==> src/sv/dnp_pkg.sv <==
// Shared types, state codes and widths for the decimal number parser.
`timescale 1ns / 1ps
`default_nettype none

package dnp_pkg;

   // accumulator width, 8 to 64
   localparam int MANT_BITS = 32;
   // result mantissa width is fixed by the result beat
   localparam int OUT_BITS  = 32;
   // widening used for the result saturation check
   localparam int EXT_BITS  = (MANT_BITS > OUT_BITS) ? MANT_BITS : OUT_BITS + 1;
   localparam int FRAC_BITS = 5;

   localparam logic [MANT_BITS-1:0] ACC_MAX  = {MANT_BITS{1'b1}};
   localparam logic [FRAC_BITS-1:0] FRAC_MAX = {FRAC_BITS{1'b1}};

   // parser state codes
   localparam logic [2:0] ST_INITIAL  = 3'd0;
   localparam logic [2:0] ST_INTEGER  = 3'd1;
   localparam logic [2:0] ST_FRACTION = 3'd2;
   localparam logic [2:0] ST_DONE     = 3'd3;
   localparam logic [2:0] ST_ERROR    = 3'd4;

   // character codes
   localparam logic [7:0] CHAR_ZERO    = 8'h30;
   localparam logic [7:0] CHAR_NINE    = 8'h39;
   localparam logic [7:0] CHAR_COMMA   = 8'h2C;
   localparam logic [7:0] CHAR_NEWLINE = 8'h0A;

   // result status codes
   localparam logic STATUS_NUMBER = 1'b0;
   localparam logic STATUS_ERROR  = 1'b1;

   // class of one received byte; none of the flags set means noise
   typedef struct packed {
      logic       is_digit;
      logic       is_comma;
      logic       is_newline;
      logic [3:0] digit;
   } cls_type;

   // result produced by one parser step
   typedef struct packed {
      logic                 emit;
      logic                 status;
      logic [OUT_BITS-1:0]  mantissa;
      logic [FRAC_BITS-1:0] fraction_digits;
      logic                 overflowed;
   } result_type;

endpackage

`default_nettype wire

==> src/sv/dnp_if.sv <==
// Channel interfaces: received byte beats and parse result beats.
`timescale 1ns / 1ps
`default_nettype none

interface dnp_req_if;
   logic       valid;
   logic       ready;
   logic [7:0] ascii_byte;

   modport source (output valid, output ascii_byte, input ready);
   modport sink   (input valid, input ascii_byte, output ready);
endinterface

interface dnp_rsp_if;
   logic                          valid;
   logic                          ready;
   logic                          status;
   logic [dnp_pkg::OUT_BITS-1:0]  mantissa;
   logic [dnp_pkg::FRAC_BITS-1:0] fraction_digits;
   logic                          overflowed;

   modport source (output valid, output status, output mantissa,
                   output fraction_digits, output overflowed, input ready);
   modport sink   (input valid, input status, input mantissa,
                   input fraction_digits, input overflowed, output ready);
endinterface

`default_nettype wire

==> src/sv/dnp_classify.sv <==
// Byte classifier: digit, comma, newline or noise.
`timescale 1ns / 1ps
`default_nettype none

module dnp_classify (
   input  wire logic [7:0]       ascii_byte,
   output dnp_pkg::cls_type      byte_class
);

   logic [7:0] offset;

   // subtract the code of zero to get the digit value
   assign offset = ascii_byte - dnp_pkg::CHAR_ZERO;

   always_comb begin
      byte_class.is_digit   = (ascii_byte >= dnp_pkg::CHAR_ZERO) &&
                              (ascii_byte <= dnp_pkg::CHAR_NINE);
      byte_class.is_comma   = (ascii_byte == dnp_pkg::CHAR_COMMA);
      byte_class.is_newline = (ascii_byte == dnp_pkg::CHAR_NEWLINE);
      byte_class.digit      = offset[3:0];
   end

endmodule

`default_nettype wire

==> src/sv/dnp_core.sv <==
// Parser state machine with mantissa accumulator and fraction counter.
`timescale 1ns / 1ps
`default_nettype none

module dnp_core (
   input  wire logic             clock,
   input  wire logic             reset,
   input  wire logic             step_en,
   input  dnp_pkg::cls_type      byte_class,
   output dnp_pkg::result_type   result
);

   localparam int MB = dnp_pkg::MANT_BITS;
   localparam int FB = dnp_pkg::FRAC_BITS;

   logic [2:0]    st_ff,   st_in;
   logic [MB-1:0] acc_ff,  acc_in;
   logic [FB-1:0] frac_ff, frac_in;
   logic          of_ff,   of_in;

   logic [MB+3:0] acc_ext;
   logic [MB+3:0] prod;
   logic          push_sat;
   logic [MB-1:0] push_acc;
   logic          frac_sat;
   logic [FB-1:0] frac_inc;
   logic [dnp_pkg::EXT_BITS-1:0] mant_ext;
   logic          mant_sat;
   logic [dnp_pkg::OUT_BITS-1:0] mant_out;
   logic          noise;

   assign noise = !byte_class.is_digit && !byte_class.is_comma && !byte_class.is_newline;

   // times ten plus digit, saturate when the product leaves the accumulator
   assign acc_ext  = (MB+4)'(acc_ff);
   assign prod     = (acc_ext << 3) + (acc_ext << 1) + (MB+4)'(byte_class.digit);
   assign push_sat = |prod[MB+3:MB];
   assign push_acc = push_sat ? dnp_pkg::ACC_MAX : prod[MB-1:0];

   // fraction count saturates at its top code
   assign frac_sat = (frac_ff == dnp_pkg::FRAC_MAX);
   assign frac_inc = frac_sat ? dnp_pkg::FRAC_MAX : frac_ff + FB'(1);

   // clamp the accumulator to the result width
   assign mant_ext = dnp_pkg::EXT_BITS'(acc_ff);
   assign mant_sat = |mant_ext[dnp_pkg::EXT_BITS-1:dnp_pkg::OUT_BITS];
   assign mant_out = mant_sat ? {dnp_pkg::OUT_BITS{1'b1}}
                              : mant_ext[dnp_pkg::OUT_BITS-1:0];

   // next state and result for the current byte
   always_comb begin
      st_in   = st_ff;
      acc_in  = acc_ff;
      frac_in = frac_ff;
      of_in   = of_ff;
      result  = '0;
      case (st_ff)
         dnp_pkg::ST_INITIAL, dnp_pkg::ST_DONE: begin
            if (byte_class.is_digit) begin
               acc_in  = MB'(byte_class.digit);
               frac_in = '0;
               of_in   = 1'b0;
               st_in   = dnp_pkg::ST_INTEGER;
            end else if (byte_class.is_comma) begin
               acc_in  = '0;
               frac_in = '0;
               of_in   = 1'b0;
               st_in   = dnp_pkg::ST_FRACTION;
            end else if (byte_class.is_newline) begin
               st_in   = dnp_pkg::ST_DONE;
            end else begin
               st_in         = dnp_pkg::ST_ERROR;
               result.emit   = 1'b1;
               result.status = dnp_pkg::STATUS_ERROR;
            end
         end
         dnp_pkg::ST_INTEGER: begin
            if (byte_class.is_digit) begin
               acc_in = push_acc;
               of_in  = of_ff | push_sat;
            end else if (byte_class.is_comma) begin
               st_in = dnp_pkg::ST_FRACTION;
            end else if (byte_class.is_newline) begin
               st_in                  = dnp_pkg::ST_DONE;
               result.emit            = 1'b1;
               result.status          = dnp_pkg::STATUS_NUMBER;
               result.mantissa        = mant_out;
               result.fraction_digits = frac_ff;
               result.overflowed      = of_ff | mant_sat;
            end else begin
               st_in         = dnp_pkg::ST_ERROR;
               result.emit   = 1'b1;
               result.status = dnp_pkg::STATUS_ERROR;
            end
         end
         dnp_pkg::ST_FRACTION: begin
            if (byte_class.is_digit) begin
               acc_in  = push_acc;
               frac_in = frac_inc;
               of_in   = of_ff | push_sat | frac_sat;
            end else if (byte_class.is_newline) begin
               st_in                  = dnp_pkg::ST_DONE;
               result.emit            = 1'b1;
               result.status          = dnp_pkg::STATUS_NUMBER;
               result.mantissa        = mant_out;
               result.fraction_digits = frac_ff;
               result.overflowed      = of_ff | mant_sat;
            end else begin
               // a second comma counts as noise here
               st_in         = dnp_pkg::ST_ERROR;
               result.emit   = 1'b1;
               result.status = dnp_pkg::STATUS_ERROR;
            end
         end
         default: begin
            // error: drop everything up to the next newline
            st_in = byte_class.is_newline ? dnp_pkg::ST_DONE : dnp_pkg::ST_ERROR;
         end
      endcase
      if (noise && st_ff == dnp_pkg::ST_ERROR) begin
         st_in = dnp_pkg::ST_ERROR;
      end
   end

   // advance the parser state once per byte
   always_ff @(posedge clock) begin
      if (reset) begin
         st_ff   <= dnp_pkg::ST_INITIAL;
         acc_ff  <= '0;
         frac_ff <= '0;
         of_ff   <= 1'b0;
      end else if (step_en) begin
         st_ff   <= st_in;
         acc_ff  <= acc_in;
         frac_ff <= frac_in;
         of_ff   <= of_in;
      end
   end

endmodule

`default_nettype wire

==> src/sv/decimal_number_parser.sv <==
// Top level of the decimal number parser: input register, parser step, result register.
//
//   channel | dir | payload                                         | beat
//   req     | in  | ascii_byte[7:0]                                 | one character
//   rsp     | out | status, mantissa[31:0], fraction_digits[4:0],   | one number or error
//           |     | overflowed                                      |
//
// A byte is held in the input register and then takes one parser step, whose result is
// loaded into the result register; one byte per cycle is sustained while the result register
// is empty or its beat is taken, as the times-ten update of the accumulator is combinational.
// Reset is synchronous and returns the parser to its initial state with both
// registers empty. A stalled result holds in the result register; the input register
// holds its byte until the result register frees, and req.ready drops while both are full.
`timescale 1ns / 1ps
`default_nettype none

module decimal_number_parser (
   input  wire logic  clock,
   input  wire logic  reset,
   dnp_req_if.sink    req,
   dnp_rsp_if.source  rsp
);

   logic       in_vld_ff, in_vld_in;
   logic [7:0] in_byte_ff, in_byte_in;

   logic                          rsp_vld_ff, rsp_vld_in;
   logic                          rsp_status_ff;
   logic [dnp_pkg::OUT_BITS-1:0]  rsp_mant_ff;
   logic [dnp_pkg::FRAC_BITS-1:0] rsp_frac_ff;
   logic                          rsp_of_ff;

   logic                out_free;
   logic                advance;
   dnp_pkg::cls_type    byte_class;
   dnp_pkg::result_type result;

   // pipeline flow control
   assign out_free  = !rsp_vld_ff || rsp.ready;
   assign advance   = in_vld_ff && out_free;
   assign req.ready = !in_vld_ff || out_free;

   // capture a new byte whenever the input register frees
   always_comb begin
      in_vld_in  = in_vld_ff;
      in_byte_in = in_byte_ff;
      if (req.ready) begin
         in_vld_in  = req.valid;
         in_byte_in = req.ascii_byte;
      end
   end

   dnp_classify u_classify (
      .ascii_byte (in_byte_ff),
      .byte_class (byte_class)
   );

   dnp_core u_core (
      .clock      (clock),
      .reset      (reset),
      .step_en    (advance),
      .byte_class (byte_class),
      .result     (result)
   );

   // load a result on a step, clear it once taken
   always_comb begin
      rsp_vld_in = rsp_vld_ff;
      if (advance) begin
         rsp_vld_in = result.emit;
      end else if (rsp.ready) begin
         rsp_vld_in = 1'b0;
      end
   end

   always_ff @(posedge clock) begin
      if (reset) begin
         in_vld_ff  <= 1'b0;
         rsp_vld_ff <= 1'b0;
      end else begin
         in_vld_ff  <= in_vld_in;
         rsp_vld_ff <= rsp_vld_in;
      end
   end

   always_ff @(posedge clock) begin
      in_byte_ff <= in_byte_in;
      if (advance && result.emit) begin
         rsp_status_ff <= result.status;
         rsp_mant_ff   <= result.mantissa;
         rsp_frac_ff   <= result.fraction_digits;
         rsp_of_ff     <= result.overflowed;
      end
   end

   assign rsp.valid           = rsp_vld_ff;
   assign rsp.status          = rsp_status_ff;
   assign rsp.mantissa        = rsp_mant_ff;
   assign rsp.fraction_digits = rsp_frac_ff;
   assign rsp.overflowed      = rsp_of_ff;

   // an error beat carries no number
   a_error_beat_clear: assert property (@(posedge clock) disable iff (reset)
      rsp_vld_ff && (rsp_status_ff == dnp_pkg::STATUS_ERROR) |->
         (rsp_mant_ff == '0) && (rsp_frac_ff == '0) && !rsp_of_ff)
      else $error("error beat with nonzero number fields");

   // a byte blocked by a full result register stays in place
   a_in_hold: assert property (@(posedge clock) disable iff (reset)
      in_vld_ff && !out_free |=> in_vld_ff && $stable(in_byte_ff))
      else $error("input byte lost while result stalled");

   // a result only appears after a parser step
   a_rsp_from_step: assert property (@(posedge clock) disable iff (reset)
      $rose(rsp_vld_ff) |-> $past(advance))
      else $error("result beat without a parser step");

   // nothing leaves right after reset
   a_reset_empty: assert property (@(posedge clock)
      reset |=> !rsp_vld_ff && !in_vld_ff)
      else $error("registers not empty after reset");

endmodule

`default_nettype wire

==> src/flat_wrapper.sv <==
// flat-port wrapper written by rule: the top's interface ports become plain ports
module decimal_number_parser_flat 
  (clock, reset, req_valid, req_ascii_byte, req_ready, rsp_valid, rsp_status, rsp_mantissa, rsp_fraction_digits, rsp_overflowed, rsp_ready);
  dnp_req_if req_i ();
  dnp_rsp_if rsp_i ();
  input  wire logic clock;
  input  wire logic reset;
  input wire logic [$bits(req_i.valid)-1:0] req_valid;
  input wire logic [$bits(req_i.ascii_byte)-1:0] req_ascii_byte;
  output wire logic [$bits(req_i.ready)-1:0] req_ready;
  output wire logic [$bits(rsp_i.valid)-1:0] rsp_valid;
  output wire logic [$bits(rsp_i.status)-1:0] rsp_status;
  output wire logic [$bits(rsp_i.mantissa)-1:0] rsp_mantissa;
  output wire logic [$bits(rsp_i.fraction_digits)-1:0] rsp_fraction_digits;
  output wire logic [$bits(rsp_i.overflowed)-1:0] rsp_overflowed;
  input wire logic [$bits(rsp_i.ready)-1:0] rsp_ready;
  assign req_i.valid = req_valid;
  assign req_i.ascii_byte = req_ascii_byte;
  assign req_ready = req_i.ready;
  assign rsp_valid = rsp_i.valid;
  assign rsp_status = rsp_i.status;
  assign rsp_mantissa = rsp_i.mantissa;
  assign rsp_fraction_digits = rsp_i.fraction_digits;
  assign rsp_overflowed = rsp_i.overflowed;
  assign rsp_i.ready = rsp_ready;
  decimal_number_parser u_core (.clock(clock), .reset(reset), .req(req_i), .rsp(rsp_i));
endmodule
==> config.mk <==
export PLATFORM = sky130hd
export DESIGN_NAME = decimal_number_parser_flat
export DESIGN_NICKNAME = d
export VERILOG_FILES = /design/src/sv/dnp_pkg.sv /design/src/sv/dnp_if.sv /design/src/sv/dnp_classify.sv /design/src/sv/dnp_core.sv /design/src/sv/decimal_number_parser.sv /design/src/flat_wrapper.sv
export SDC_FILE = /design/constraint.sdc
export NUM_CORES = 1
export LEC_CHECK = 0
export BUFFER_PORTS_ARGS = -buffer_cell sky130_fd_sc_hd__clkbuf_2
export CORE_MARGIN = 10
export CORE_UTILIZATION = 34
export DETAILED_ROUTE_END_ITERATION = 8
export PLACE_DENSITY_LB_ADDON = 0.1
export SETUP_SLACK_MARGIN = 0.4
export SLEW_MARGIN = 30
export SYNTH_ARGS = -nofsm -noshare
export SYNTH_HDL_FRONTEND = slang
export SYNTH_SLANG_ARGS = --single-unit
==> constraint.sdc <==
create_clock -name clock -period 4.2 [get_ports clock]
set_input_delay 0.63 -clock clock [delete_from_list [all_inputs] [get_ports clock]]
set_output_delay 0.63 -clock clock [all_outputs]
set_load 0.03 [all_outputs]
### After elaboration in Yosys (flattened, before gate mapping)

Cells that the tools add are included.

* register bits: 90
* input port bits: 12
* output and inout bits: 41
* word-level logic and storage cells: 91

* add/sub/neg operators: 4
* $lt $le $gt $ge: 2
* equality and inequality tests: 13
* mux-type cells: 34
* bitwise gates (word level): 2
* reductions and logical operators: 25

Operator list (number)
* two-way mux 32 bit: 4
* two-way mux 40 bit: 3
* case mux 38 bit (2 select lines): 1
* case mux 32 bit (2 select lines): 1
* two-way mux 38 bit: 1
* adder 35 x 33 -> 36 bit: 1
* adder 36 x 4 -> 36 bit: 1
* two-way mux 5 bit: 4
* two-way mux 3 bit: 6
* case mux 5 bit (2 select lines): 1
* != test 3 bit, second input constant: 3
* case mux 3 bit (3 select lines): 1
* equality test 8 x 4 -> 1 bit, second input constant: 1
* equality test 8 x 6 -> 1 bit, second input constant: 1
* >= comparator 8 x 6 -> 1 bit, second input constant: 1
* <= comparator 8 x 6 -> 1 bit, second input constant: 1
* AND reduction 4 bit: 2
* two-way mux 1 bit: 7
* equality test 3 x 2 -> 1 bit, second input constant: 2
* logical AND 1 bit: 6
* two-way mux 2 bit: 3
* case mux 2 bit (3 select lines): 1
* nonzero test 2 bit: 3
* adder 5 x 1 -> 5 bit, second input constant: 1
* 16 further kinds: 24

### Logic depth before layout (Yosys ltp)

* depth in word-level cells: 8
* mapped depth: 14
* mapped depth without buffers: 13

### Hierarchy

From an unflattened synthesis, not the netlist that was laid out.

* cell total of the unflattened synthesis: 574
* area, all modules: 5853.1 um2

Modules (own cells, without submodules)
* dnp_core: instances 1, cells each 506, area each 4256.6 um2, seq. area each 820.8 um2
* decimal_number_parser: instances 1, cells each 57, area each 1511.4 um2, seq. area each 1451.4 um2
* dnp_classify: instances 1, cells each 11, area each 85.1 um2, seq. area each 0.0 um2

### Worst setup path after synthesis

No wires, ideal clock.

* kind: flip-flop to flip-flop
* start point: register u_core.in_byte_ff[3]
* end point: register u_core.u_core.acc_ff[18]
* library setup time: 150 ps
* arrival time: 3246 ps
* required time: 4050 ps
* setup slack: 804 ps
* cell stages (with the launch flop): 14
* path buffers: 1
* period minus slack after synthesis: 3396 ps
* cell sequence: edfxtp_1 > fa_1 > inv_1 > fa_1 > nand2b_1 > a21oi_1 > nor4_1 > o2111ai_1 > a2111oi_1 > nor3_1 > mux2_4 > nor2_8 > buf_6 > a221oi_2

* longest elaborated chain between the ends: 6
* elaborated cells on any way between the ends: 14
* those cells by class: add/sub (2); order compare (2); eq/ne (3); mux (4); reduce/logical (3)

Ends and longest elaborated chain
* from (decl): line decimal_number_parser.sv:25 `logic [7:0] in_byte_ff, in_byte_in;`
* from (signal assigned): line decimal_number_parser.sv:87 `in_byte_ff <= in_byte_in;`
* subtractor 4 x 1 -> 4 bit: line dnp_classify.sv:13 `assign offset = ascii_byte - dnp_pkg::CHAR_ZERO;`
* adder 36 x 4 -> 36 bit: line dnp_core.sv:36 `assign prod = (acc_ext << 3) + (acc_ext << 1) + (MB+4)'(byte_class.digit);`
* OR reduction 4 bit: line dnp_core.sv:37 `assign push_sat = |prod[MB+3:MB];`
* two-way mux 32 bit: line dnp_core.sv:38 `assign push_acc = push_sat ? dnp_pkg::ACC_MAX : prod[MB-1:0];`
* two-way mux 32 bit: line dnp_core.sv:78, dnp_core.sv:97
* case mux 32 bit (2 select lines): line dnp_core.sv:57 `case (st_ff)`
* to (signal assigned): line dnp_core.sv:134 `acc_ff <= acc_in;`
* to (decl): line dnp_core.sv:17 `logic [MB-1:0] acc_ff, acc_in;`

Parallel ways exist; a longest one is shown, timed or not. The select of a mux whose other input is x is not followed.
A chain may end at the register's enable or synchronous reset.

### Final worst setup path

* start point: register u_core.in_byte_ff[3]
* end point: register u_core.u_core.acc_ff[31]

Same word-level chain as after synthesis.

==> results.tsv <==
metric	value	unit
wirelength	15000	microns
antennaDiodeCount	0	
use_met1	17.1	%
whs_endpoint	u_core.in_byte_ff[5]	
finalCritPeriodShare	86.3	%
cts_num_sinks	90	
power_leakage	2.91	nW
holdCritStartpoint	req_ascii_byte[5]	
r2r-start	u_core.in_byte_ff[3]	
ant_nets	0	
htreeDepth	3	
path_clk_slew	0.07	ns
max_freq	0.276	GHz
r2r_cells	13	
dp.final_hpwl	11000	microns
synth_compound_area_share	21.9	%
status	finished clean	
syn_to_final_growth	16.9	%
yosys.area_share.simple	18.8	%
synth-seq-area-share	38.1	%
path_max_fanout	11	
grt_use_met2	20.5	%
synth_top_family_by_area	compound AO/OA/AOI/OAI gates	
die_w	152	microns
seqCellArea	0.00227	sq mm
place_area	0.00645	sq mm
die_area	0.0232	sq mm
fin_crit	3.63	ns
gp_congestion	0.861	
cts_tree	built	
post-route-cell-area	0.00697	sq mm
critical_path_class	register to register	
async_reset_ff_share	0	%
numPortBuffers	52	
hold_path_depth	1	
fin_cells	900	
power	1.98	mW
synth_seq_cells	90	
cts_buffer_depth	2	
dr.pass1.iters	5	
setup_viol	0	
gr-total-overflow	0	
ys_warn_count	0	
worst_ep_required_time	4.38	ns
vias	4746	
ioPinCount	53	
grt_max_degree	51	
drive_gt1_share	18.7	%
grt_pass1_vias	4763	
maxSlewViolCount	0	
finClkSkew	0.0113	ns
wl_per_cell	16.6	microns
rows	48	
r2r_slack	0.57	ns
cap_violations	0	
antenna_found_initial	0	
synth_fa_ha_area_share	14.1	%
cts_hold_buf	0	
core	0.0172	sq mm
synth_edf_count	47	
syn-mean-instance-area	9.64	sq um
setup_tns	0	ns
worst_pin_slew	0.914	ns
hp-class	primary input to register	
viasPerCell	5.27	
power_density	285	mW/mm^2
nFillCells	1693	
max-slew-margin-rel	38.9	%
multiInputGateArea	0.00360	sq mm
root_buffer	clkbuf_16	
dp_cells	876	
grt.met3_usage	2.06	%
end_kind	register	
drtIter0Drc	230	
clk_latency	0.35	ns
rsz0062_at_grt	yes	
busiest_layer	met2	
critPathLaunchType	register	
start_util	34.6	%
drc_errors	0	
setup_slack	0.574	ns
syn-num-nets	696	
cts-buffers-inserted	9	
nets	748	
cp.arrival	3.80	ns
ys_types	63	
die_h	152	microns
synth_flop_cell	edfxtp_1	
dp_slack	0.321	ns
mappedNetlistArea	0.00596	sq mm
hold_viol	0	
grtUsageTotal	12.8	%
muxShareOfSynthArea	0.252	%
grt_pass1_wl	25000	microns
post_synth_xor_area_fraction	3.82	%
r2r-end	u_core.u_core.acc_ff[31]	
syn_inst	618	
max-vdd-ir-drop	0.194	mV
[registers in the layout, indices dropped and copies added, names as in the netlist]
name and flops:
u_core.in_byte_ff 8, u_core.rsp.status 1, u_core.rsp.mantissa 32, u_core.u_core.st_ff 3, u_core.u_core.of_ff 1, u_core.u_core.frac_ff 5
u_core.in_vld_ff 1, u_core.u_core.acc_ff 32, u_core.rsp.fraction_digits 5, u_core.rsp.overflowed 1, u_core.rsp.valid 1
[per-layer routing]
metal	vias to the layer above	wire length [microns]
li1	2412	-
met1	2238	7480
met2	79	6790
met3	17	462
met4	0	225
met5	-	0
[critical path, stage by stage, from the launching register on]
cell	delay [ns]
edfxtp_1	0.46
fa_1	0.57
inv_1	0.07
fa_2	0.40
nand2b_1	0.18
a21oi_2	0.20
nor4_2	0.08
o2111ai_2	0.23
a2111oi_1	0.11
nor3_1	0.30
mux2_4	0.40
nor2_8	0.18
buf_12	0.17
a221oi_1	0.08
[power by group]
group	leakage, nW	internal, mW	switching (mW)
clock	0.166	0.545	0.365
sequential	0.781	0.949	0.0117
combinational	1.96	0.0290	0.0845
[how the worst max path moves through the flow]
| stage | from | end | slack (ns) | cells past startpoint |
|---|---|---|---|---|
| floorplan | u_core.in_byte_ff[3] | u_core.u_core.acc_ff[18] | 0.80 | 13 |
| global placement | u_core.in_byte_ff[3] | u_core.u_core.acc_ff[5] | 0.44 | 13 |
| detailed placement | u_core.in_byte_ff[3] | u_core.u_core.acc_ff[5] | 0.32 | 13 |
| CTS | u_core.in_byte_ff[3] | u_core.u_core.acc_ff[5] | 0.43 | 13 |
| global route | u_core.in_byte_ff[3] | u_core.u_core.acc_ff[31] | 0.35 | 11 |
| finish | u_core.in_byte_ff[3] | u_core.u_core.acc_ff[31] | 0.57 | 13 |
[layout make-up]
class / instances / area share, %
multi-input cells: 485 / 51.6
flip-flops and latches: 90 / 32.6
repair buffers: 67 / 5.96
clock buffers: 10 / 3.43
inverters: 17 / 0.916
clock inverters: 6 / 1.42
well taps: 225 / 4.04
[metrics by stage]
step                      util [%]  hold slack [ns]
final                         40.4            0.450
after global routing          40.4            0.444
after CTS                     39.4            0.436
after detailed placement      37.4            0.498
after global placement        37.4            0.491
after floorplan                  -            0.464
[repair_timing]
item | CTS | global route
buffers inserted | 0 | 7
cloned | 0 | 1
endpoints found under the setup margin | 23 | 32
gates resized for setup | 2 | 16
pin swaps | 3 | 8
[cells by family (layout without fill, tap and decap cells)]
| family | count (synthesis) | count (layout) |
|---|---|---|
| AOI/OAI and AO/OA | 176 | 176 |
| muxes | 1 | 1 |
| DFF | 90 | 90 |
| xor gates and xnor gates | 26 | 26 |
| and+or+nand+nor | 216 | 216 |
| adders and majority gates | 66 | 66 |
| buffers and inverters | 43 | 100 |
[synth_stat cells, types with 2 or more instances]
library cell | number | area, sq um
ha_1 | 64 | 801
a21oi_1 | 60 | 300
nand2_1 | 58 | 218
edfxtp_1 | 47 | 1410
dfxtp_1 | 43 | 861
and2_1 | 40 | 250
nor2_1 | 38 | 143
clkbuf_1 | 20 | 75.1
nor3_1 | 19 | 95.1
a221oi_2 | 18 | 270
inv_1 | 17 | 63.8
o21ai_0 | 16 | 80.1
a21o_1 | 15 | 113
xnor2_1 | 15 | 131
xor2_1 | 11 | 96.3
nand2b_1 | 10 | 62.6
nand3_1 | 10 | 50.1
a221oi_1 | 8 | 70.1
and3_1 | 8 | 50.1
o211ai_1 | 8 | 60.1
a211oi_1 | 7 | 52.6
o31ai_1 | 7 | 52.6
o21a_1 | 6 | 45.0
nand4_1 | 5 | 31.3
nor4_1 | 5 | 31.3
o21ai_1 | 5 | 25.0
o21bai_1 | 5 | 37.5
buf_2 | 4 | 20.0
nor2b_1 | 4 | 25.0
a31oi_1 | 3 | 18.8
nand3b_1 | 3 | 22.5
a221o_1 | 2 | 20.0
buf_6 | 2 | 22.5
fa_1 | 2 | 40.0
nand4b_1 | 2 | 17.5
nor4b_1 | 2 | 17.5
or2_2 | 2 | 12.5
or3_1 | 2 | 12.5
[placed cells by master, fill, tap and decap left out, types with 11 or more instances in the layout]
master	count
nand2_1	58
o21ai_0	16
nor2_1	37
xnor2_1	15
inv_1	17
edfxtp_1	47
clkbuf_2	52
a221oi_2	19
a21oi_1	59
buf_4	12
xor2_1	11
ha_1	64
dfxtp_1	43
and2_1	40
nor3_1	17
a21o_1	15
Note: power is estimated with default switching activity, not from simulation.
